## config.mk

```make
export PLATFORM = sky130hd
export DESIGN_NAME = epoch_millis_to_calendar
export DESIGN_NICKNAME = d
export VERILOG_FILES = /design/src/rtl/core/emc_pkg.sv /design/src/rtl/core/emc_div.sv /design/src/rtl/core/emc_dp.sv /design/src/rtl/core/emc_ctrl.sv /design/src/rtl/core/epoch_millis_to_calendar.sv
export SDC_FILE = /design/constraint.sdc
export NUM_CORES = 1
export LEC_CHECK = 0
export BUFFER_PORTS_ARGS = -buffer_cell sky130_fd_sc_hd__buf_2
export CELL_PAD_IN_SITES_DETAIL_PLACEMENT = 0
export CELL_PAD_IN_SITES_GLOBAL_PLACEMENT = 1
export CORE_UTILIZATION = 41
export DETAILED_ROUTE_END_ITERATION = 10
export PLACE_DENSITY = 0.87
export SYNTH_ARGS = -nofsm -noshare
export SYNTH_HDL_FRONTEND = slang
export SYNTH_SLANG_ARGS = --single-unit
```

## constraint.sdc

```tcl
create_clock -name i_clk -period 4.63 [get_ports i_clk]
set_input_delay 0.463 -clock i_clk [delete_from_list [all_inputs] [get_ports i_clk]]
set_output_delay 0.463 -clock i_clk [all_outputs]
set_load 0.01 [all_outputs]
```

## src/rtl/core/emc_pkg.sv

```systemverilog
`default_nettype none

package emc_pkg;

    localparam int CONST_W = 44;   // widest constant: one 400-year era in milliseconds
    localparam int YEAR_W  = 18;   // full year before truncation to 12 bits

    localparam longint unsigned DAY_MS = 64'd86_400_000;

    localparam logic [CONST_W-1:0] MS_PER_SEC       = CONST_W'(64'd1_000);
    localparam logic [CONST_W-1:0] MS_PER_MIN       = CONST_W'(64'd60_000);
    localparam logic [CONST_W-1:0] MS_PER_HOUR      = CONST_W'(64'd3_600_000);
    localparam logic [CONST_W-1:0] MS_PER_DAY       = CONST_W'(DAY_MS);
    localparam logic [CONST_W-1:0] MS_PER_YEAR      = CONST_W'(64'd365 * DAY_MS);
    localparam logic [CONST_W-1:0] MS_PER_LEAP_YEAR = CONST_W'(64'd366 * DAY_MS);
    localparam logic [CONST_W-1:0] MS_PER_ERA       = CONST_W'(64'd146_097 * DAY_MS);

    localparam logic [YEAR_W-1:0] YEAR_BASE  = YEAR_W'(1970);
    localparam logic [YEAR_W-1:0] ERA_YEARS  = YEAR_W'(400);
    // 1970 mod 400 and mod 100, the phase of the leap counters at an era start
    localparam logic [8:0]        Y400_INIT  = 9'd370;
    localparam logic [6:0]        Y100_INIT  = 7'd70;
    localparam logic [8:0]        Y400_LAST  = 9'd399;
    localparam logic [6:0]        Y100_LAST  = 7'd99;
    localparam logic [4:0]        ZONE_RESET = 5'sd8;

    localparam logic [3:0]        MONTH_JAN  = 4'd1;
    localparam logic [3:0]        MONTH_FEB  = 4'd2;
    localparam logic [3:0]        MONTH_APR  = 4'd4;
    localparam logic [3:0]        MONTH_JUN  = 4'd6;
    localparam logic [3:0]        MONTH_SEP  = 4'd9;
    localparam logic [3:0]        MONTH_NOV  = 4'd11;
    localparam logic [3:0]        MONTH_DEC  = 4'd12;

    typedef enum logic [2:0] {
        OP_ERA,
        OP_YEAR,
        OP_MONTH,
        OP_DAY,
        OP_HOUR,
        OP_MIN,
        OP_SEC
    } t_div_op;

    typedef enum logic [3:0] {
        S_IDLE,
        S_ERA,
        S_YEAR,
        S_MONTH,
        S_DAY,
        S_HOUR,
        S_MIN,
        S_SEC,
        S_DONE
    } t_state;

    typedef struct packed {
        logic    load;
        logic    step;
        t_div_op op;
        logic    out_load;
    } t_ctrl_cmd;

    typedef struct packed {
        logic take;
        logic out_free;
    } t_dp_status;

    function automatic logic is_leap(input logic [8:0] y400, input logic [6:0] y100);
        return (y400 == '0) || ((y100 != '0) && (y400[1:0] == 2'd0));
    endfunction

    function automatic logic [CONST_W-1:0] month_ms(input logic [3:0] month,
                                                    input logic leap);
        logic [CONST_W-1:0] len;
        unique case (month) inside
            MONTH_FEB: begin
                len = leap ? CONST_W'(64'd29 * DAY_MS) : CONST_W'(64'd28 * DAY_MS);
            end
            MONTH_APR, MONTH_JUN, MONTH_SEP, MONTH_NOV: begin
                len = CONST_W'(64'd30 * DAY_MS);
            end
            default: begin
                len = CONST_W'(64'd31 * DAY_MS);
            end
        endcase
        return len;
    endfunction

endpackage

`default_nettype wire

```

## src/rtl/core/emc_div.sv

```systemverilog
`default_nettype none

// division by repeated subtraction: each step takes one more multiple of the
// selected constant off the remainder; the caller counts the steps
module emc_div #(
    parameter int W = 44
) (
    input  wire logic         i_clk,
    input  wire logic         i_load,
    input  wire logic [W-1:0] i_value,
    input  wire logic         i_step,
    input  wire logic [W-1:0] i_sub,
    output logic              o_ge,
    output logic [9:0]        o_ms      // what is left below one second
);

    logic [W-1:0] r_rem, n_rem;

    assign o_ge = (r_rem >= i_sub);

    always_comb begin
        n_rem = r_rem;
        if (i_load) begin
            n_rem = i_value;
        end else if (i_step) begin
            n_rem = r_rem - i_sub;
        end
    end

    always_ff @(posedge i_clk) begin
        r_rem <= n_rem;
    end

    assign o_ms = r_rem[9:0];

endmodule

`default_nettype wire

```

## src/rtl/core/emc_dp.sv

```systemverilog
`default_nettype none

module emc_dp
    import emc_pkg::*;
#(
    parameter int MS_BITS = 44
) (
    input  wire logic               i_clk,
    input  wire logic               i_rst_n,
    input  wire t_ctrl_cmd          i_cmd,
    output t_dp_status              o_sts,
    input  wire logic [MS_BITS-1:0] i_epoch_ms,
    input  wire logic               i_cfg_we,
    input  wire logic [4:0]         i_cfg_wdata,
    input  wire logic               i_m_tready,
    output logic                    o_m_tvalid,
    output logic [47:0]             o_m_tdata
);

    localparam int W = (MS_BITS > CONST_W) ? MS_BITS : CONST_W;

    logic [W-1:0]      sub;
    logic              ge;
    logic              take;
    logic [9:0]        millis;

    logic [YEAR_W-1:0] r_year;
    logic [8:0]        r_y400;
    logic [6:0]        r_y100;
    logic [3:0]        r_month;
    logic [4:0]        r_day;     // whole days into the month
    logic [4:0]        r_hour;
    logic [5:0]        r_min;
    logic [5:0]        r_sec;
    logic [4:0]        r_zone;
    logic              r_out_valid;
    logic [47:0]       r_out;

    logic              leap;
    logic [6:0]        hour_sum;
    logic [4:0]        hour_loc;
    logic [4:0]        day_out;

    assign leap = is_leap(r_y400, r_y100);

    always_comb begin
        unique case (i_cmd.op)
            OP_ERA:   sub = W'(MS_PER_ERA);
            OP_YEAR:  sub = leap ? W'(MS_PER_LEAP_YEAR) : W'(MS_PER_YEAR);
            OP_MONTH: sub = W'(month_ms(r_month, leap));
            OP_DAY:   sub = W'(MS_PER_DAY);
            OP_HOUR:  sub = W'(MS_PER_HOUR);
            OP_MIN:   sub = W'(MS_PER_MIN);
            OP_SEC:   sub = W'(MS_PER_SEC);
            default:  sub = W'(MS_PER_SEC);
        endcase
    end

    // December takes whatever days are left
    assign take = ge && !((i_cmd.op == OP_MONTH) && (r_month == MONTH_DEC));

    emc_div #(
        .W(W)
    ) u_div (
        .i_clk   (i_clk),
        .i_load  (i_cmd.load),
        .i_value (W'(i_epoch_ms)),
        .i_step  (i_cmd.step && take),
        .i_sub   (sub),
        .o_ge    (ge),
        .o_ms    (millis)
    );

    // UTC hour + offset + 24 lands in 8..62, so two conditional subtracts wrap it
    assign hour_sum = 7'(r_hour) + {{2{r_zone[4]}}, r_zone} + 7'd24;
    always_comb begin
        if (hour_sum >= 7'd48) begin
            hour_loc = 5'(hour_sum - 7'd48);
        end else if (hour_sum >= 7'd24) begin
            hour_loc = 5'(hour_sum - 7'd24);
        end else begin
            hour_loc = hour_sum[4:0];
        end
    end
    assign day_out = r_day + 5'd1;

    always_ff @(posedge i_clk) begin
        if (i_cmd.load) begin
            r_year  <= YEAR_BASE;
            r_y400  <= Y400_INIT;
            r_y100  <= Y100_INIT;
            r_month <= MONTH_JAN;
            r_day   <= '0;
            r_hour  <= '0;
            r_min   <= '0;
            r_sec   <= '0;
        end else if (i_cmd.step && take) begin
            unique case (i_cmd.op)
                OP_ERA: begin
                    r_year <= r_year + ERA_YEARS;
                end
                OP_YEAR: begin
                    r_year <= r_year + YEAR_W'(1);
                    r_y400 <= (r_y400 == Y400_LAST) ? '0 : r_y400 + 9'd1;
                    r_y100 <= (r_y100 == Y100_LAST) ? '0 : r_y100 + 7'd1;
                end
                OP_MONTH: begin
                    r_month <= r_month + 4'd1;
                end
                OP_DAY: begin
                    r_day <= r_day + 5'd1;
                end
                OP_HOUR: begin
                    r_hour <= r_hour + 5'd1;
                end
                OP_MIN: begin
                    r_min <= r_min + 6'd1;
                end
                OP_SEC: begin
                    r_sec <= r_sec + 6'd1;
                end
                default: begin
                    r_sec <= r_sec;
                end
            endcase
        end
        if (i_cmd.out_load) begin
            r_out <= {millis, r_sec, r_min, hour_loc, day_out, r_month, r_year[11:0]};
        end
    end

    always_ff @(posedge i_clk) begin
        if (!i_rst_n) begin
            r_zone      <= ZONE_RESET;
            r_out_valid <= 1'b0;
        end else begin
            if (i_cfg_we) begin
                r_zone <= i_cfg_wdata;
            end
            if (i_cmd.out_load) begin
                r_out_valid <= 1'b1;
            end else if (i_m_tready) begin
                r_out_valid <= 1'b0;
            end
        end
    end

    assign o_sts.take     = take;
    assign o_sts.out_free = !r_out_valid || i_m_tready;

    assign o_m_tvalid = r_out_valid;
    assign o_m_tdata  = r_out;

endmodule

`default_nettype wire

```

## src/rtl/core/emc_ctrl.sv

```systemverilog
`default_nettype none

module emc_ctrl
    import emc_pkg::*;
(
    input  wire logic       i_clk,
    input  wire logic       i_rst_n,
    input  wire logic       i_s_tvalid,
    output logic            o_s_tready,
    input  wire t_dp_status i_sts,
    output t_ctrl_cmd       o_cmd
);

    t_state r_state, n_state;

    always_ff @(posedge i_clk) begin
        if (!i_rst_n) begin
            r_state <= S_IDLE;
        end else begin
            r_state <= n_state;
        end
    end

    // each phase keeps subtracting until its constant no longer fits; the month phase also stops at December
    always_comb begin
        n_state = r_state;
        unique case (r_state)
            S_IDLE: begin
                if (i_s_tvalid) begin
                    n_state = S_ERA;
                end
            end
            S_ERA: begin
                if (!i_sts.take) begin
                    n_state = S_YEAR;
                end
            end
            S_YEAR: begin
                if (!i_sts.take) begin
                    n_state = S_MONTH;
                end
            end
            S_MONTH: begin
                if (!i_sts.take) begin
                    n_state = S_DAY;
                end
            end
            S_DAY: begin
                if (!i_sts.take) begin
                    n_state = S_HOUR;
                end
            end
            S_HOUR: begin
                if (!i_sts.take) begin
                    n_state = S_MIN;
                end
            end
            S_MIN: begin
                if (!i_sts.take) begin
                    n_state = S_SEC;
                end
            end
            S_SEC: begin
                if (!i_sts.take) begin
                    n_state = S_DONE;
                end
            end
            S_DONE: begin
                if (i_sts.out_free) begin
                    n_state = S_IDLE;
                end
            end
            default: n_state = S_IDLE;
        endcase
    end

    always_comb begin
        o_cmd      = '0;
        o_s_tready = 1'b0;
        unique case (r_state)
            S_IDLE: begin
                o_s_tready = 1'b1;
                o_cmd.load = i_s_tvalid;
            end
            S_ERA: begin
                o_cmd.step = 1'b1;
                o_cmd.op   = OP_ERA;
            end
            S_YEAR: begin
                o_cmd.step = 1'b1;
                o_cmd.op   = OP_YEAR;
            end
            S_MONTH: begin
                o_cmd.step = 1'b1;
                o_cmd.op   = OP_MONTH;
            end
            S_DAY: begin
                o_cmd.step = 1'b1;
                o_cmd.op   = OP_DAY;
            end
            S_HOUR: begin
                o_cmd.step = 1'b1;
                o_cmd.op   = OP_HOUR;
            end
            S_MIN: begin
                o_cmd.step = 1'b1;
                o_cmd.op   = OP_MIN;
            end
            S_SEC: begin
                o_cmd.step = 1'b1;
                o_cmd.op   = OP_SEC;
            end
            S_DONE: begin
                o_cmd.out_load = i_sts.out_free;
            end
            default: begin
                o_s_tready = 1'b0;
            end
        endcase
    end

endmodule

`default_nettype wire

```

## src/rtl/core/epoch_millis_to_calendar.sv

```systemverilog
`default_nettype none

// channel   dir  handshake                          payload
// s_axis    in   i_s_axis_tvalid / o_s_axis_tready  epoch_ms
// m_axis    out  o_m_axis_tvalid / i_m_axis_tready  year .. millisecond
// cfg       in   i_cfg_we                           zone_hours (signed hours, reset 8)
//
// One transaction at a time. The timestamp is worn down by repeated subtraction,
// one constant per cycle: 400-year eras, years, months, days, hours, minutes and
// seconds; each phase subtracts until its constant no longer fits, months also
// stopping at December. A new timestamp is accepted only once the previous result
// has been loaded into the output register.
// Reset clears control and sets the zone to 8. A result held by a stalled
// output waits in the output register; the next item is taken meanwhile.
module epoch_millis_to_calendar
    import emc_pkg::*;
#(
    parameter  int MS_BITS   = 44,
    localparam int S_TDATA_W = ((MS_BITS + 7) / 8) * 8
) (
    input  wire logic                 i_clk,
    input  wire logic                 i_rst_n,
    input  wire logic                 i_s_axis_tvalid,
    output logic                      o_s_axis_tready,
    input  wire logic [S_TDATA_W-1:0] i_s_axis_tdata,   // epoch_ms
    output logic                      o_m_axis_tvalid,
    input  wire logic                 i_m_axis_tready,
    // year[11:0] month[15:12] day[20:16] hour[25:21] minute[31:26]
    // second[37:32] millisecond[47:38]
    output logic [47:0]               o_m_axis_tdata,
    input  wire logic                 i_cfg_we,
    input  wire logic [4:0]           i_cfg_wdata
);

    t_ctrl_cmd  cmd;
    t_dp_status sts;

    emc_ctrl u_ctrl (
        .i_clk      (i_clk),
        .i_rst_n    (i_rst_n),
        .i_s_tvalid (i_s_axis_tvalid),
        .o_s_tready (o_s_axis_tready),
        .i_sts      (sts),
        .o_cmd      (cmd)
    );

    emc_dp #(
        .MS_BITS(MS_BITS)
    ) u_dp (
        .i_clk       (i_clk),
        .i_rst_n     (i_rst_n),
        .i_cmd       (cmd),
        .o_sts       (sts),
        .i_epoch_ms  (i_s_axis_tdata[MS_BITS-1:0]),
        .i_cfg_we    (i_cfg_we),
        .i_cfg_wdata (i_cfg_wdata),
        .i_m_tready  (i_m_axis_tready),
        .o_m_tvalid  (o_m_axis_tvalid),
        .o_m_tdata   (o_m_axis_tdata)
    );

endmodule

`default_nettype wire
```

# Yosys cells after proc, flatten, opt, wreduce, memory -nomap -nowiden
# Index checks and enable logic that the tools add are counted.
# Widths: inputs -> output; s select.
[classes] n_addsub=14 order_cmp=3 eq_ne=31 n_mux=27 reduce_logical=25
[ops] cell="$pmux 44 s6" count=1
[ops] cell="$mux 44" count=2
[ops] cell="$pmux 44 s2" count=1
[ops] cell="$ge 44x44->1" count=1
[ops] cell="$sub 44x44->44" count=1
[ops] cell="$mux 4" count=9
[ops] cell="$pmux 18 s2" count=1
[ops] cell="$pmux 4 s9" count=1
[ops] cell="$mux 28" count=1
[ops] cell="$pmux 4 s7" count=1
[ops] cell="$mux 27" count=1
[ops] cell="$eq 4x3->1 const B" count=6
[ops] cell="$add 18x1->18 const B" count=1
[ops] cell="$add 18x9->18 const B" count=1
[ops] cell="$eq 4x4->1 const B" count=4
[ops] cell="$ne 2x2->1 const B" count=8
[ops] cell="$reduce_and 2->1" count=7
[ops] cell="$add 6x1->6 const B" count=2
[ops] cell="$eq 4x2->1 const B" count=3
[ops] cell="$add 5x1->5 const B" count=2
[ops] cell="$mux 5" count=2
[ops] cell="$sub 5x5->5 const B" count=2
[ops] cell="$add 9x1->9 const B" count=1
[ops] cell="$eq 3x3->1 const B" count=3
[ops] cell="other kinds (26)" count=38
[totals] regBits=162 in_bits=58 output_inout_bits=50

# Logic depth before layout (Yosys ltp)
# Gate-level depths: netlist of run 1.
[depth] word_depth=11 ltp_mapped=21

# By module
# From an unflattened synthesis of run 1, not the netlist that was laid out.
[hier_totals] cells_unflattened=1120 hier_area_um2=10142.2
[by_module_without_submodules] mod="emc_dp" n_inst=1 cells_per_inst=500 area_each_um2=5078.6
[by_module_without_submodules] mod="emc_div" n_inst=1 cells_per_inst=584 area_each_um2=4794.6
[by_module_without_submodules] mod="emc_ctrl" n_inst=1 cells_per_inst=36 area_each_um2=269.0

# Worst setup path after synthesis of run 1
# OpenSTA, ideal clock, no wires.
[synth_timing] kind="flip-flop to flip-flop" start="reg u_ctrl.r_state[1]" end="reg u_dp.u_div.r_rem[10], enable pin" setup_ns=0.400 t_arrival_ns=4.715 required_time_ns=4.230 setup_slack_ns=-0.486 path_stages_with_launch=16 n_path_buf=3 cell_sequence="dfxtp_1 -> buf_2 -> nand2b_1 -> nor3_1 -> inv_1 -> clkbuf_1 -> o21ai_0 -> and3b_1 -> ha_1 -> clkbuf_1 -> nand4_1 -> or3_1 -> o211ai_1 -> o211ai_2 -> a211oi_2 -> or2_1"
[synth_between] elab_chain_len=8 elab_cells_between_ends=23
[synth_rtl] element="start: declaration" line="emc_ctrl.sv:14" source="t_state r_state, n_state;"
[synth_rtl] element="start signal: assignment" line="emc_ctrl.sv:20" source="r_state <= n_state;"
[synth_rtl] element="$eq 4x3->1 (tied with other cells)" line="emc_ctrl.sv:80" source="unique case (r_state)"
[synth_rtl] element="$pmux 4 s7" line="emc_ctrl.sv:80"
[synth_rtl] element="$eq 3x3->1 (tied with other cells)" line="emc_dp.sv:47" source="unique case (i_cmd.op)"
[synth_rtl] element="$pmux 44 s6 / $logic_and 1x1->1 (equally long branches)" line="emc_dp.sv:47, emc_dp.sv:60"
[synth_rtl] element="$ge 44x44->1 / $logic_not 1->1 (equally long branches)" line="emc_div.sv:19, emc_dp.sv:60"
[synth_rtl] element="$logic_and 1x1->1" line="emc_dp.sv:60" source="assign take = ge && !((i_cmd.op == OP_MONTH) && (r_month == MONTH_DEC));"
[synth_rtl] element="$logic_and 1x1->1" line="emc_dp.sv:68" source=".i_step (i_cmd.step && take),"
[synth_rtl] element="$reduce_bool 2->1 (no line) *"
[synth_rtl] element="end signal: assignment" line="emc_div.sv:31" source="r_rem <= n_rem;"
[synth_rtl] element="end: declaration" line="emc_div.sv:17" source="logic [W-1:0] r_rem, n_rem;"
# Every way passes the cells marked *; elsewhere a longest branch is shown, timed or not.
# A chain may end at the register's enable or synchronous reset.

# Final worst setup path of run 1
[layout_timing] start="reg u_ctrl.r_state[2]" end="reg u_dp.u_div.r_rem[32], data pin"
[layout_between] elab_chain_len=7 elab_cells_between_ends=20
[layout_rtl] element="$eq 4x3->1 (tied with other cells)" line="emc_ctrl.sv:80"
[layout_rtl] element="$pmux 4 s7" line="emc_ctrl.sv:80"
[layout_rtl] element="$eq 3x3->1 (tied with other cells)" line="emc_dp.sv:47"
[layout_rtl] element="$pmux 44 s6" line="emc_dp.sv:47"
[layout_rtl] element="$sub 44x44->44" line="emc_div.sv:26" source="n_rem = r_rem - i_sub;"
[layout_rtl] element="$mux 44" line="emc_div.sv:25" source="end else if (i_step) begin"
[layout_rtl] element="$mux 44 *" line="emc_div.sv:23" source="if (i_load) begin"
[layout_rtl] element="via u_dp.u_div.n_rem[32]" line="emc_div.sv:17"
# Mark *: on every way through the listed nets, which the timed path passes. The rest lies on a longest branch. The select of a mux whose other input is x is not followed.

==> results of run 1 <==
[cells by family after synthesis]
group | Yosys count | synth area share
buf+inv | 81 | 0.03404
simple gates | 367 | 0.1929
flops | 156 | 0.4366
mux | 19 | 0.02067
compound gates | 236 | 0.1606
fa+ha+maj | 66 | 0.08996
xor+xnor | 69 | 0.06524
[per-stage QoR]
| stage | area, sq um | hold WS, ns | instances |
|---|---|---|---|
| floorplan | 9265 | 0.4064 | 994 |
| global placement | 10250 | 0.4126 | 1370 |
| detailed placement | 10250 | 0.4153 | 1370 |
| CTS | 10850 | 0.2467 | 1402 |
| global route | 10890 | 0.2672 | 1402 |
| finish | 10890 | 0.2595 | 1402 |
[cell type report]
cell class	instances	area (sq um)
fillers	2037	11070
multi-input cells	757	4952
inverters	37	138.9
repair buffers	140	805.8
well taps	280	350.3
flip-flops and latches	156	4045
clock inverters	15	167.7
clock buffers	17	425.4
[how the worst max path moves through the flow]
stage / cells past startpoint / end
6_report: 16 / u_dp.u_div.r_rem[32]$_DFFE_PP_
5_1_grt: 17 / u_dp.u_div.r_rem[41]$_DFFE_PP_
4_1_cts: 17 / u_dp.u_div.r_rem[41]$_DFFE_PP_
3_5_place_dp: 17 / u_dp.u_div.r_rem[41]$_DFFE_PP_
3_3_place_gp: 17 / u_dp.u_div.r_rem[41]$_DFFE_PP_
2_1_floorplan: 15 / u_dp.u_div.r_rem[10]$_DFFE_PP_
[routing by layer]
layer | GRT usage | vias up | wire [um]
met2 | 0.3228 | 211 | 10300
met4 | 0.06365 | 0 | 400
li1 | - | 3827 | -
met3 | 0.03953 | 26 | 1070
met1 | 0.2534 | 3618 | 10360
met5 | 0 | - | 0
[flip-flops by register name, indices dropped and copies added, names as in the netlist]
| name | flops |
|---|---|
| u_ctrl.r_state | 4 |
| u_dp.o_m_tdata | 48 |
| u_dp.o_m_tvalid | 1 |
| u_dp.r_day | 5 |
| u_dp.r_hour | 5 |
| u_dp.r_min | 6 |
| u_dp.r_month | 4 |
| u_dp.r_sec | 6 |
| u_dp.r_y100 | 7 |
| u_dp.r_y400 | 9 |
| u_dp.r_year | 12 |
| u_dp.r_zone | 5 |
| u_dp.u_div.r_rem | 44 |
[tightest hold or removal path, delay by kind of cell]
family,cells,cell delay (ns)
buf+inv,1,0.07
compound gates,1,0.07
simple gates,1,0.04
[power breakdown]
group | switching, uW | total, uW | internal (uW)
Combinational | 2750 | 4560 | 1810
Sequential | 185 | 2170 | 1990
Clock | 671 | 1400 | 726
Total | 3600 | 8130 | 4520
[synthesized netlist by cell type, types with 5 or more instances]
master,n,share of area
a211o_1,5,0.0047
a211oi_1,6,0.0049
a21o_1,20,0.016
a21oi_1,79,0.043
a31oi_1,14,0.0095
and3_1,12,0.0081
clkbuf_1,37,0.015
dfxtp_1,64,0.14
edfxtp_1,92,0.30
ha_1,65,0.088
inv_1,34,0.014
mux2i_1,18,0.019
nand2_1,98,0.040
nand2b_1,8,0.0054
nand3_1,27,0.015
nand4_1,25,0.017
nor2_1,113,0.046
nor2b_1,16,0.011
nor3_1,22,0.012
nor3b_1,5,0.0041
nor4_2,5,0.0068
o211ai_1,8,0.0065
o21a_1,8,0.0065
o21ai_0,46,0.025
o21ai_1,11,0.0059
o31ai_1,5,0.0041
or3_1,10,0.0068
xnor2_1,39,0.037
xor2_1,30,0.028
==> impl_metrics.csv, run 1 <==
group,metric,value,unit
power_and_ir_drop,cellLeakagePower,0.004467,uW
cells_and_area,layout_commonest_cell,"nor2_1",
clocking,cts_post_setup_buffers_inserted,0,
clocking,clk_pin_slew,0.07,ns
yosys,postSynthCellCount,994,
cells_and_area,fin_nets,1233,
worst_setup_path,crit_path_cell_trace,"nor2_1 -> or2_2 -> inv_1 -> nand2_1 -> inv_1 -> o2111a_1 -> ha_1 -> nand2_1 -> or4_1 -> or3_1 -> o22ai_1 -> nor2_1 -> o21ai_1 -> a21oi_1 -> xnor2_1 -> a21oi_1",
worst_setup_path,r2r-end,"u_dp.u_div.r_rem[32]$_DFFE_PP_",
min_path,hold_path.class,"in -> reg",
yosys,ys_seq_area_frac,0.4366,
clocking,ctsHoldBuffers,0,
yosys,syn-mean-instance-area,9.319,sq um
cells_and_area,final_cell_mix,"nor2_1 (111), buf_2 (103), nand2_1 (97)",
yosys,ys_async_sr_fraction,0,
yosys,ys_types,71,
timing,drv_slew,0,
clocking,root_buffer,"clkbuf_16",
detailed_routing,drt_iter0_drc,449,
worst_setup_path,crit_slowest_cell,"or4_1",
worst_setup_path,reg2reg_setup_slack,0.22,ns
worst_setup_path,crit_fanout,8,
cells_and_area,fin_util,0.4957,
floorplan,die_y,152.3,um
detailed_routing,num_vias,7682,
floorplan,die_area,23200,sq um
clocking,clk_latency,0.43,ns
worst_setup_path,cp_top_family,"simple AND/OR/NAND/NOR gates",
timing,tns,0,ns
detailed_routing,remaining_drc_errors,12,
min_path,min_path_cells,3,
worst_setup_path,critPathRequiredTime,4.77,ns
global_route,grt_max_degree,74,
global_route,grt_pass1_wl,36250,um
cells_and_area,syn2layout_area_growth,17.52,%
yosys,ys_ff_latch,156,
yosys,synth-edff-count,92,
worst_setup_path,start_kind,"flop",
placed_design,gp_congestion,0.8910,
timing,clock_skew,0.01370,ns
timing,rsz0062_at_grt,"no",
timing,layout_min_cycle_time,4.408,ns
timing,hold_violations,0,
global_route,first_global_vias,7300,
worst_setup_path,path_class,"reg -> reg",
timing,fmax,0.2269,GHz
detailed_routing,wl_per_cell,15.79,um
global_route,antenna_found_initial,0,
worst_setup_path,max_stage_delay,0.55,ns
outcome,status,"finished, violations left",
worst_setup_path,worst-path-buf-inv,2,
yosys,synthFlopType,"edfxtp_1",
min_path,min_from,"i_cfg_wdata[3]",
worst_setup_path,r2r_cells,16,
placed_design,io_buffers,103,
worst_setup_path,critPathArrivalTime,4.55,ns
global_route,grt-ovfl-total,0,
floorplan,pin_count,108,
timing,setup_viol,0,
yosys,syn_area,9263,sq um
cells_and_area,num_antenna_cells,0,
worst_setup_path,cp-startpoint,"u_ctrl.r_state[2]$_SDFFE_PN0P_",
detailed_routing,drtAntennaViolNets,0,
outcome,violations,"design-rule violations",
clocking,cts_sinks,156,
clocking,cts_made_buffers,17,
yosys,yosysWarnings,0,
worst_setup_path,r2r_start,"u_ctrl.r_state[2]$_SDFFE_PN0P_",
clocking,cts_resized,0,
timing,fin_ws,0.2220,ns
clocking,tritoncts,"done",
detailed_routing,wirelength,22130,um
clocking,h-tree-depth,4,
detailed_routing,drt_first_pass_iters,8,
clocking,clock_path_buffers,2,
global_route,grtUsageTotal,0.1946,
power_and_ir_drop,fin_total_pwr,8128,uW
floorplan,core,21960,sq um
timing,worst_pin_slew,0.8141,ns
timing,slew_headroom,0.4573,
cells_and_area,drive_gt1_frac,0.1783,
yosys,syn_nets,1118,
run,drv_cap,0,
floorplan,die_w,152.3,um
placed_design,post-dp-hpwl,16030,um
power_and_ir_drop,powerDensity,746.7,nW/um^2
floorplan,rows,54,
min_path,holdPathEnd,"u_dp.r_zone[3]$_SDFFE_PN1P_",
power_and_ir_drop,vdd_drop_max,363.8,uV
timing,post-route-period-util,0.9520,
detailed_routing,routed_via_density,5.479,
worst_setup_path,critPathCaptureType,"flop",
floorplan,initial_core_util,0.4218,
placed_design,place_ws,0.1546,ns
(Power assumes the default switching activity.)
==> run 2: changes to the inputs <==
--- a/config.mk
+++ b/config.mk
@@ -5,10 +5,11 @@
 export SDC_FILE = /design/constraint.sdc
 export NUM_CORES = 1
 export LEC_CHECK = 0
+export ABC_AREA = 1
 export BUFFER_PORTS_ARGS = -buffer_cell sky130_fd_sc_hd__buf_2
 export CELL_PAD_IN_SITES_DETAIL_PLACEMENT = 0
 export CELL_PAD_IN_SITES_GLOBAL_PLACEMENT = 1
-export CORE_UTILIZATION = 41
+export CORE_UTILIZATION = 40
 export DETAILED_ROUTE_END_ITERATION = 10
 export PLACE_DENSITY = 0.87
 export SYNTH_ARGS = -nofsm -noshare
==> impl_metrics.csv, run 2 <==
group,metric,value,unit
clocking,cts_post_setup_buffers_inserted,0,
detailed_routing,num_vias,9270,
global_route,grt_max_degree,64,
power_and_ir_drop,switching_share,0.4986,
timing,hold_violations,0,
timing,drv_slew,0,
min_path,holdPathEnd,"u_dp.r_zone[1]$_SDFFE_PN0P_",
clocking,clk_pin_slew,0.07,ns
timing,setup_viol,0,
power_and_ir_drop,cellLeakagePower,0.005263,uW
power_and_ir_drop,seq_power_share,0.245,
power_and_ir_drop,combPwrFrac,0.599,
clocking,clk_latency,0.43,ns
cells_and_area,largest_reg_flops,48,
clocking,ctsHoldBuffers,0,
yosys,yosys-top-cells-count,"nand2_1 (345), inv_1 (163), nor2_1 (153)",
global_route,grt_pass1_wl,44590,um
worst_setup_path,crit_fanout,8,
yosys,ys_seq_area_frac,0.3914,
yosys,syn-mean-instance-area,7.531,sq um
yosys,ys_async_sr_fraction,0,
detailed_routing,drtAntennaViolNets,0,
worst_setup_path,r2r-end,"u_dp.u_div.r_rem[30]$_DFFE_PP_",
timing,worst_pin_slew,1.029,ns
yosys,post-synth-top-area-cell,"edfxtp_1",
clocking,cts_sinks,156,
clocking,tritoncts,"done",
worst_setup_path,crit_slowest_cell,"o21ai_0",
detailed_routing,remaining_drc_errors,0,
placed_design,gp_congestion,0.9713,
timing,hold_slack,0.2534,ns
cells_and_area,final_cell_mix,"nand2_1 (343), inv_1 (163), nor2_1 (152)",
floorplan,rows,58,
worst_setup_path,path_class,"reg -> reg",
yosys,yosysMostFrequentCell,"nand2_1",
power_and_ir_drop,clock_power_share,0.155,
global_route,first_global_vias,8851,
yosys,synth_top_area_share,0.2674,
power_and_ir_drop,fin_total_pwr,9587,uW
clocking,h-tree-depth,4,
timing,slew_headroom,0.3122,
cells_and_area,drive_gt1_frac,0.1469,
cells_and_area,fin_nets,1602,
global_route,grt-ovfl-total,0,
min_path,hold_path.class,"in -> reg",
floorplan,pin_count,108,
floorplan,core,25250,sq um
yosys,synth-edff-count,92,
worst_setup_path,r2r_cells,21,
placed_design,post-dp-hpwl,21520,um
worst_setup_path,critPathCaptureType,"flop",
worst_setup_path,start_kind,"flop",
floorplan,die_y,162.7,um
yosys,yosysWarnings,0,
worst_setup_path,reg2reg_setup_slack,0.55,ns
yosys,ys_types,47,
detailed_routing,drt_first_pass_iters,6,
yosys,ys_ff_latch,156,
timing,post-route-period-util,0.8806,
cells_and_area,fillers,2599,
cells_and_area,layout_commonest_cell,"nand2_1",
worst_setup_path,critPathRequiredTime,4.81,ns
clocking,cts_resized,0,
global_route,grtUsageTotal,0.2159,
worst_setup_path,cp_top_family,"simple AND/OR/NAND/NOR gates",
worst_setup_path,worst-path-buf-inv,4,
yosys,syn_area,10330,sq um
detailed_routing,drt_iter0_drc,609,
timing,fmax,0.2453,GHz
yosys,synth_area_leaders,"edfxtp_1 (27%), nand2_1 (13%), dfxtp_1 (12%), ha_1 (7.9%), inv_1 (5.9%)",
power_and_ir_drop,vdd_drop_max,374.8,uV
clocking,root_buffer,"clkbuf_16",
yosys,postSynthCellCount,1372,
worst_setup_path,r2r_start,"u_ctrl.r_state[1]$_SDFFE_PN0P_",
timing,clock_skew,0.01737,ns
floorplan,die_area,26480,sq um
placed_design,io_buffers,103,
clocking,clock_path_buffers,2,
clocking,cts_made_buffers,17,
cells_and_area,fin_area,11830,sq um
timing,tns,0,ns
worst_setup_path,critPathArrivalTime,4.26,ns
outcome,status,"finished clean",
min_path,min_path_cells,3,
global_route,antenna_found_initial,0,
yosys,syn_nets,1496,
min_path,min_from,"i_cfg_wdata[1]",
placed_design,post_dp_cell_area,11210,sq um
power_and_ir_drop,power_switching,4780,uW
power_and_ir_drop,powerDensity,810.2,nW/um^2
detailed_routing,wirelength,27390,um
detailed_routing,routed_via_density,5.091,
run,drv_cap,0,
cells_and_area,num_antenna_cells,0,
detailed_routing,wl_per_cell,15.04,um
timing,rsz0062_at_grt,"no",
yosys,synthFlopType,"edfxtp_1",
timing,layout_min_cycle_time,4.077,ns
worst_setup_path,max_stage_delay,0.50,ns
worst_setup_path,crit_path_cell_trace,"nand2_1 -> nor2_2 -> inv_1 -> nor2_1 -> inv_1 -> nor2_1 -> inv_1 -> nand3_1 -> nor4_1 -> ha_1 -> nand2_2 -> nor2_1 -> inv_1 -> o21ai_0 -> nor2_1 -> o21ai_0 -> nand2_1 -> nand3_1 -> nand2_1 -> nand3_1 -> nand2_1",
cells_and_area,syn2layout_area_growth,14.52,%
power_and_ir_drop,p_int,4807,uW
floorplan,initial_core_util,0.4091,
floorplan,die_w,162.7,um
==> run 2: final cells by class <==
type	count	area [sq um]	area share
tap	330	412.9	0.03489
clock inverter	15	198.9	0.01681
sequential	156	4044	0.3418
clock buffer	17	425.4	0.03595
inverter	174	653.1	0.05520
timing repair buffer	110	580.6	0.04906
multi-input combinational	1019	5518	0.4663
==> run 2: worst reg2reg max path: stages, from the launching register on <==
cell,delay [ns]
dfxtp_1,0.47
nand2_1,0.15
nor2_2,0.30
inv_1,0.12
nor2_1,0.14
inv_1,0.07
nor2_1,0.17
inv_1,0.08
nand3_1,0.14
nor4_1,0.10
ha_1,0.39
nand2_2,0.12
nor2_1,0.14
inv_1,0.08
o21ai_0,0.23
nor2_1,0.13
o21ai_0,0.50
nand2_1,0.18
nand3_1,0.11
nand2_1,0.05
nand3_1,0.10
nand2_1,0.06
==> run 2: kinds of logic (layout without fill, tap and decap cells) <==
kind of cell	after synthesis	count (layout)	share of synthesized area
compound gates	209	209	0.1118
buf+inv	197	316	0.07581
flops	156	156	0.3914
fa+ha+maj	66	66	0.08065
mux	2	2	0.001938
simple gates	693	693	0.2969
xor+xnor	49	49	0.04154
==> run 2: worst max path at each step <==
stage | slack (ns) | startpoint | end | cells after the start
5_1_grt | 0.18 | u_ctrl.r_state[1]$_SDFFE_PN0P_ | u_dp.r_y400[2]$_SDFFE_PP0P_ | 22
6_report | 0.55 | u_ctrl.r_state[1]$_SDFFE_PN0P_ | u_dp.u_div.r_rem[30]$_DFFE_PP_ | 21
3_3_place_gp | 0.73 | u_ctrl.r_state[2]$_SDFFE_PN0P_ | u_dp.u_div.r_rem[24]$_DFFE_PP_ | 18
4_1_cts | 0.61 | u_ctrl.r_state[2]$_SDFFE_PN0P_ | u_dp.u_div.r_rem[24]$_DFFE_PP_ | 18
2_1_floorplan | 0.72 | u_ctrl.r_state[2]$_SDFFE_PN0P_ | u_dp.u_div.r_rem[10]$_DFFE_PP_ | 19
3_5_place_dp | 0.64 | u_ctrl.r_state[0]$_SDFFE_PN0P_ | u_dp.r_y400[2]$_SDFFE_PP0P_ | 22
==> run 2: metrics by stage <==
step                std cells  utilization  setup slack [ns]
floorplan                1372            -            0.7247
global placement         1789       0.4438            0.7282
detailed placement       1789       0.4438            0.6379
CTS                      1821       0.4685            0.6143
global route             1821       0.4685            0.1755
finish                   1821       0.4685            0.5530
==> run 2: per-layer routing <==
metal / part of all wire / global-route usage / up-vias
li1: - / - / 4755
met1: 0.46 / 0.2812 / 4264
met2: 0.48 / 0.3752 / 220
met3: 0.042 / 0.02928 / 31
met4: 0.013 / 0.05310 / 0
met5: 0 / 0 / -
==> run 2: power by group through the flow <==
stage               combinational [uW]  clock, uW  sequential (uW)
floorplan                         4270          0             2280
global placement                  5610          0             2370
detailed placement                5700          0             2380
CTS                               5720       1520             2350
global route                      6520       1580             2400
finish                            5750       1490             2350
==> run 3: changes to the inputs <==
--- a/config.mk
+++ b/config.mk
@@ -9,6 +9,7 @@
 export BUFFER_PORTS_ARGS = -buffer_cell sky130_fd_sc_hd__buf_2
 export CELL_PAD_IN_SITES_DETAIL_PLACEMENT = 0
 export CELL_PAD_IN_SITES_GLOBAL_PLACEMENT = 1
+export CORE_MARGIN = 10
 export CORE_UTILIZATION = 40
 export DETAILED_ROUTE_END_ITERATION = 10
 export PLACE_DENSITY = 0.87
==> impl_metrics.csv, run 3 (synthesis results as in run 2) <==
group,metric,value,unit
cells_and_area,syn2layout_area_growth,14.25,%
global_route,first_global_vias,9008,
power_and_ir_drop,powerDensity,806.0,nW/um^2
clocking,cts_sinks,156,
worst_setup_path,cp_top_family,"simple AND/OR/NAND/NOR gates",
timing,fmax,0.2469,GHz
global_route,grtUsageTotal,0.1722,
worst_setup_path,worst-path-buf-inv,3,
min_path,hold_path.class,"in -> reg",
floorplan,core,25330,sq um
worst_setup_path,crit_fanout,6,
cells_and_area,num_antenna_cells,0,
timing,setup_viol,0,
timing,drv_slew,0,
global_route,grt_pass1_wl,46040,um
worst_setup_path,r2r-end,"u_dp.u_div.r_rem[24]$_DFFE_PP_",
worst_setup_path,r2r_start,"u_dp.r_month[0]$_SDFFE_PP1P_",
power_and_ir_drop,vdd_drop_max,386.6,uV
cells_and_area,fin_util,0.4661,
worst_setup_path,path_class,"reg -> reg",
timing,worst_pin_slew,0.6994,ns
clocking,root_buffer,"clkbuf_16",
run,drv_cap,0,
placed_design,gp_congestion,0.9440,
detailed_routing,wirelength,28570,um
floorplan,initial_core_util,0.4080,
global_route,antenna_found_initial,0,
placed_design,post-dp-hpwl,22530,um
clocking,cts_made_buffers,17,
clocking,cts_resized,0,
global_route,grt-ovfl-total,0,
worst_setup_path,critPathArrivalTime,4.25,ns
floorplan,die_area,32660,sq um
global_route,grt_max_degree,44,
detailed_routing,routed_via_density,5.077,
floorplan,die_y,180.7,um
power_and_ir_drop,cellLeakagePower,0.005247,uW
timing,clock_skew,0.009901,ns
power_and_ir_drop,fin_total_pwr,9514,uW
worst_setup_path,max_stage_delay,0.47,ns
clocking,clk_pin_slew,0.07,ns
clocking,clk_latency,0.43,ns
worst_setup_path,critPathCaptureType,"flop",
min_path,min_path_cells,3,
worst_setup_path,r2r_cells,18,
detailed_routing,drt_iter0_drc,699,
cells_and_area,layout_commonest_cell,"nand2_1",
worst_setup_path,crit_slowest_cell,"nor4_1",
detailed_routing,wl_per_cell,15.68,um
power_and_ir_drop,combPwrFrac,0.606,
timing,layout_min_cycle_time,4.050,ns
cells_and_area,drive_gt1_frac,0.1468,
floorplan,pin_count,108,
placed_design,io_buffers,103,
power_and_ir_drop,seq_power_share,0.248,
power_and_ir_drop,switching_share,0.5053,
detailed_routing,drt_first_pass_iters,6,
clocking,h-tree-depth,4,
timing,fin_ws,0.5796,ns
timing,post-route-period-util,0.8748,
power_and_ir_drop,p_int,4707,uW
timing,tns,0,ns
worst_setup_path,start_kind,"flop",
floorplan,rows,58,
floorplan,die_w,180.7,um
timing,hold_violations,0,
outcome,status,"finished clean",
min_path,holdPathEnd,"u_dp.r_zone[1]$_SDFFE_PN0P_",
timing,rsz0062_at_grt,"no",
min_path,min_from,"i_cfg_wdata[1]",
cells_and_area,final_cell_mix,"nand2_1 (344), inv_1 (163), nor2_1 (152)",
clocking,clock_path_buffers,2,
clocking,tritoncts,"done",
worst_setup_path,crit_path_cell_trace,"inv_1 -> ha_1 -> o21ai_0 -> a21oi_1 -> nor2_1 -> inv_1 -> nand3_1 -> nor4_1 -> ha_1 -> nand2_2 -> inv_2 -> a21oi_2 -> nand3_2 -> a21oi_1 -> o21ai_0 -> or2_2 -> nand3_1 -> nand2_1",
cells_and_area,largest_reg_flops,48,
detailed_routing,num_vias,9250,
worst_setup_path,critPathRequiredTime,4.82,ns
placed_design,place_ws,0.6421,ns
power_and_ir_drop,clock_power_share,0.147,
detailed_routing,remaining_drc_errors,0,
timing,slew_headroom,0.5337,
detailed_routing,drtAntennaViolNets,0,
power_and_ir_drop,power_switching,4808,uW
clocking,cts_post_setup_buffers_inserted,0,
worst_setup_path,reg2reg_setup_slack,0.58,ns
cells_and_area,fin_nets,1603,
clocking,ctsHoldBuffers,0,
-- run 3: layout make-up --
class	instances	area, sq um
clock buffers	17	425.4
clock inverters	15	153.9
fillers	2543	13520
inverters	174	653.1
multi-input cells	1019	5515
flip-flops and latches	156	4044
well taps	330	412.9
repair buffers	111	600.6
-- run 3: worst max-delay path by stage --
stage / startpoint / endpoint / slack, ns / cells after the start
2_1_floorplan: u_ctrl.r_state[2]$_SDFFE_PN0P_ / u_dp.u_div.r_rem[10]$_DFFE_PP_ / 0.72 / 19
3_3_place_gp: u_ctrl.r_state[2]$_SDFFE_PN0P_ / u_dp.u_div.r_rem[24]$_DFFE_PP_ / 0.74 / 18
3_5_place_dp: u_dp.r_month[0]$_SDFFE_PP1P_ / u_dp.u_div.r_rem[24]$_DFFE_PP_ / 0.64 / 18
4_1_cts: u_dp.r_month[0]$_SDFFE_PP1P_ / u_dp.u_div.r_rem[24]$_DFFE_PP_ / 0.64 / 18
5_1_grt: u_dp.r_month[0]$_SDFFE_PP1P_ / u_dp.u_div.r_rem[32]$_DFFE_PP_ / 0.27 / 19
6_report: u_dp.r_month[0]$_SDFFE_PP1P_ / u_dp.u_div.r_rem[24]$_DFFE_PP_ / 0.58 / 18
-- run 3: stage by stage --
stage	cell area (sq um)	hold slack, ns	std cells
2_1_floorplan	10330	0.4064	1372
3_3_place_gp	11230	0.4324	1790
3_5_place_dp	11230	0.4381	1790
4_1_cts	11810	0.2420	1822
5_1_grt	11810	0.2620	1822
6_report	11810	0.2471	1822
-- run 3: power groups by stage --
stage                     registers [uW]  clock network (uW)  logic (uW)
final                               2360                1390        5760
after global routing                2400                1480        6540
after CTS                           2350                1420        5730
after detailed placement            2380                   0        5700
after global placement              2370                   0        5640
after floorplan                     2280                   0        4270
-- run 3: tightest hold or removal path: cells and delay by family --
family / cells / cell delay, ns
simple gates: 2 / 0.11
buf+inv: 1 / 0.08
-- run 3: layer usage --
| metal | wire [um] | global-route usage |
|---|---|---|
| met1 | 13000 | 0.2211 |
| met2 | 13390 | 0.2867 |
| met3 | 1562 | 0.03417 |
| met4 | 622 | 0.04921 |
| met5 | 0 | 0 |
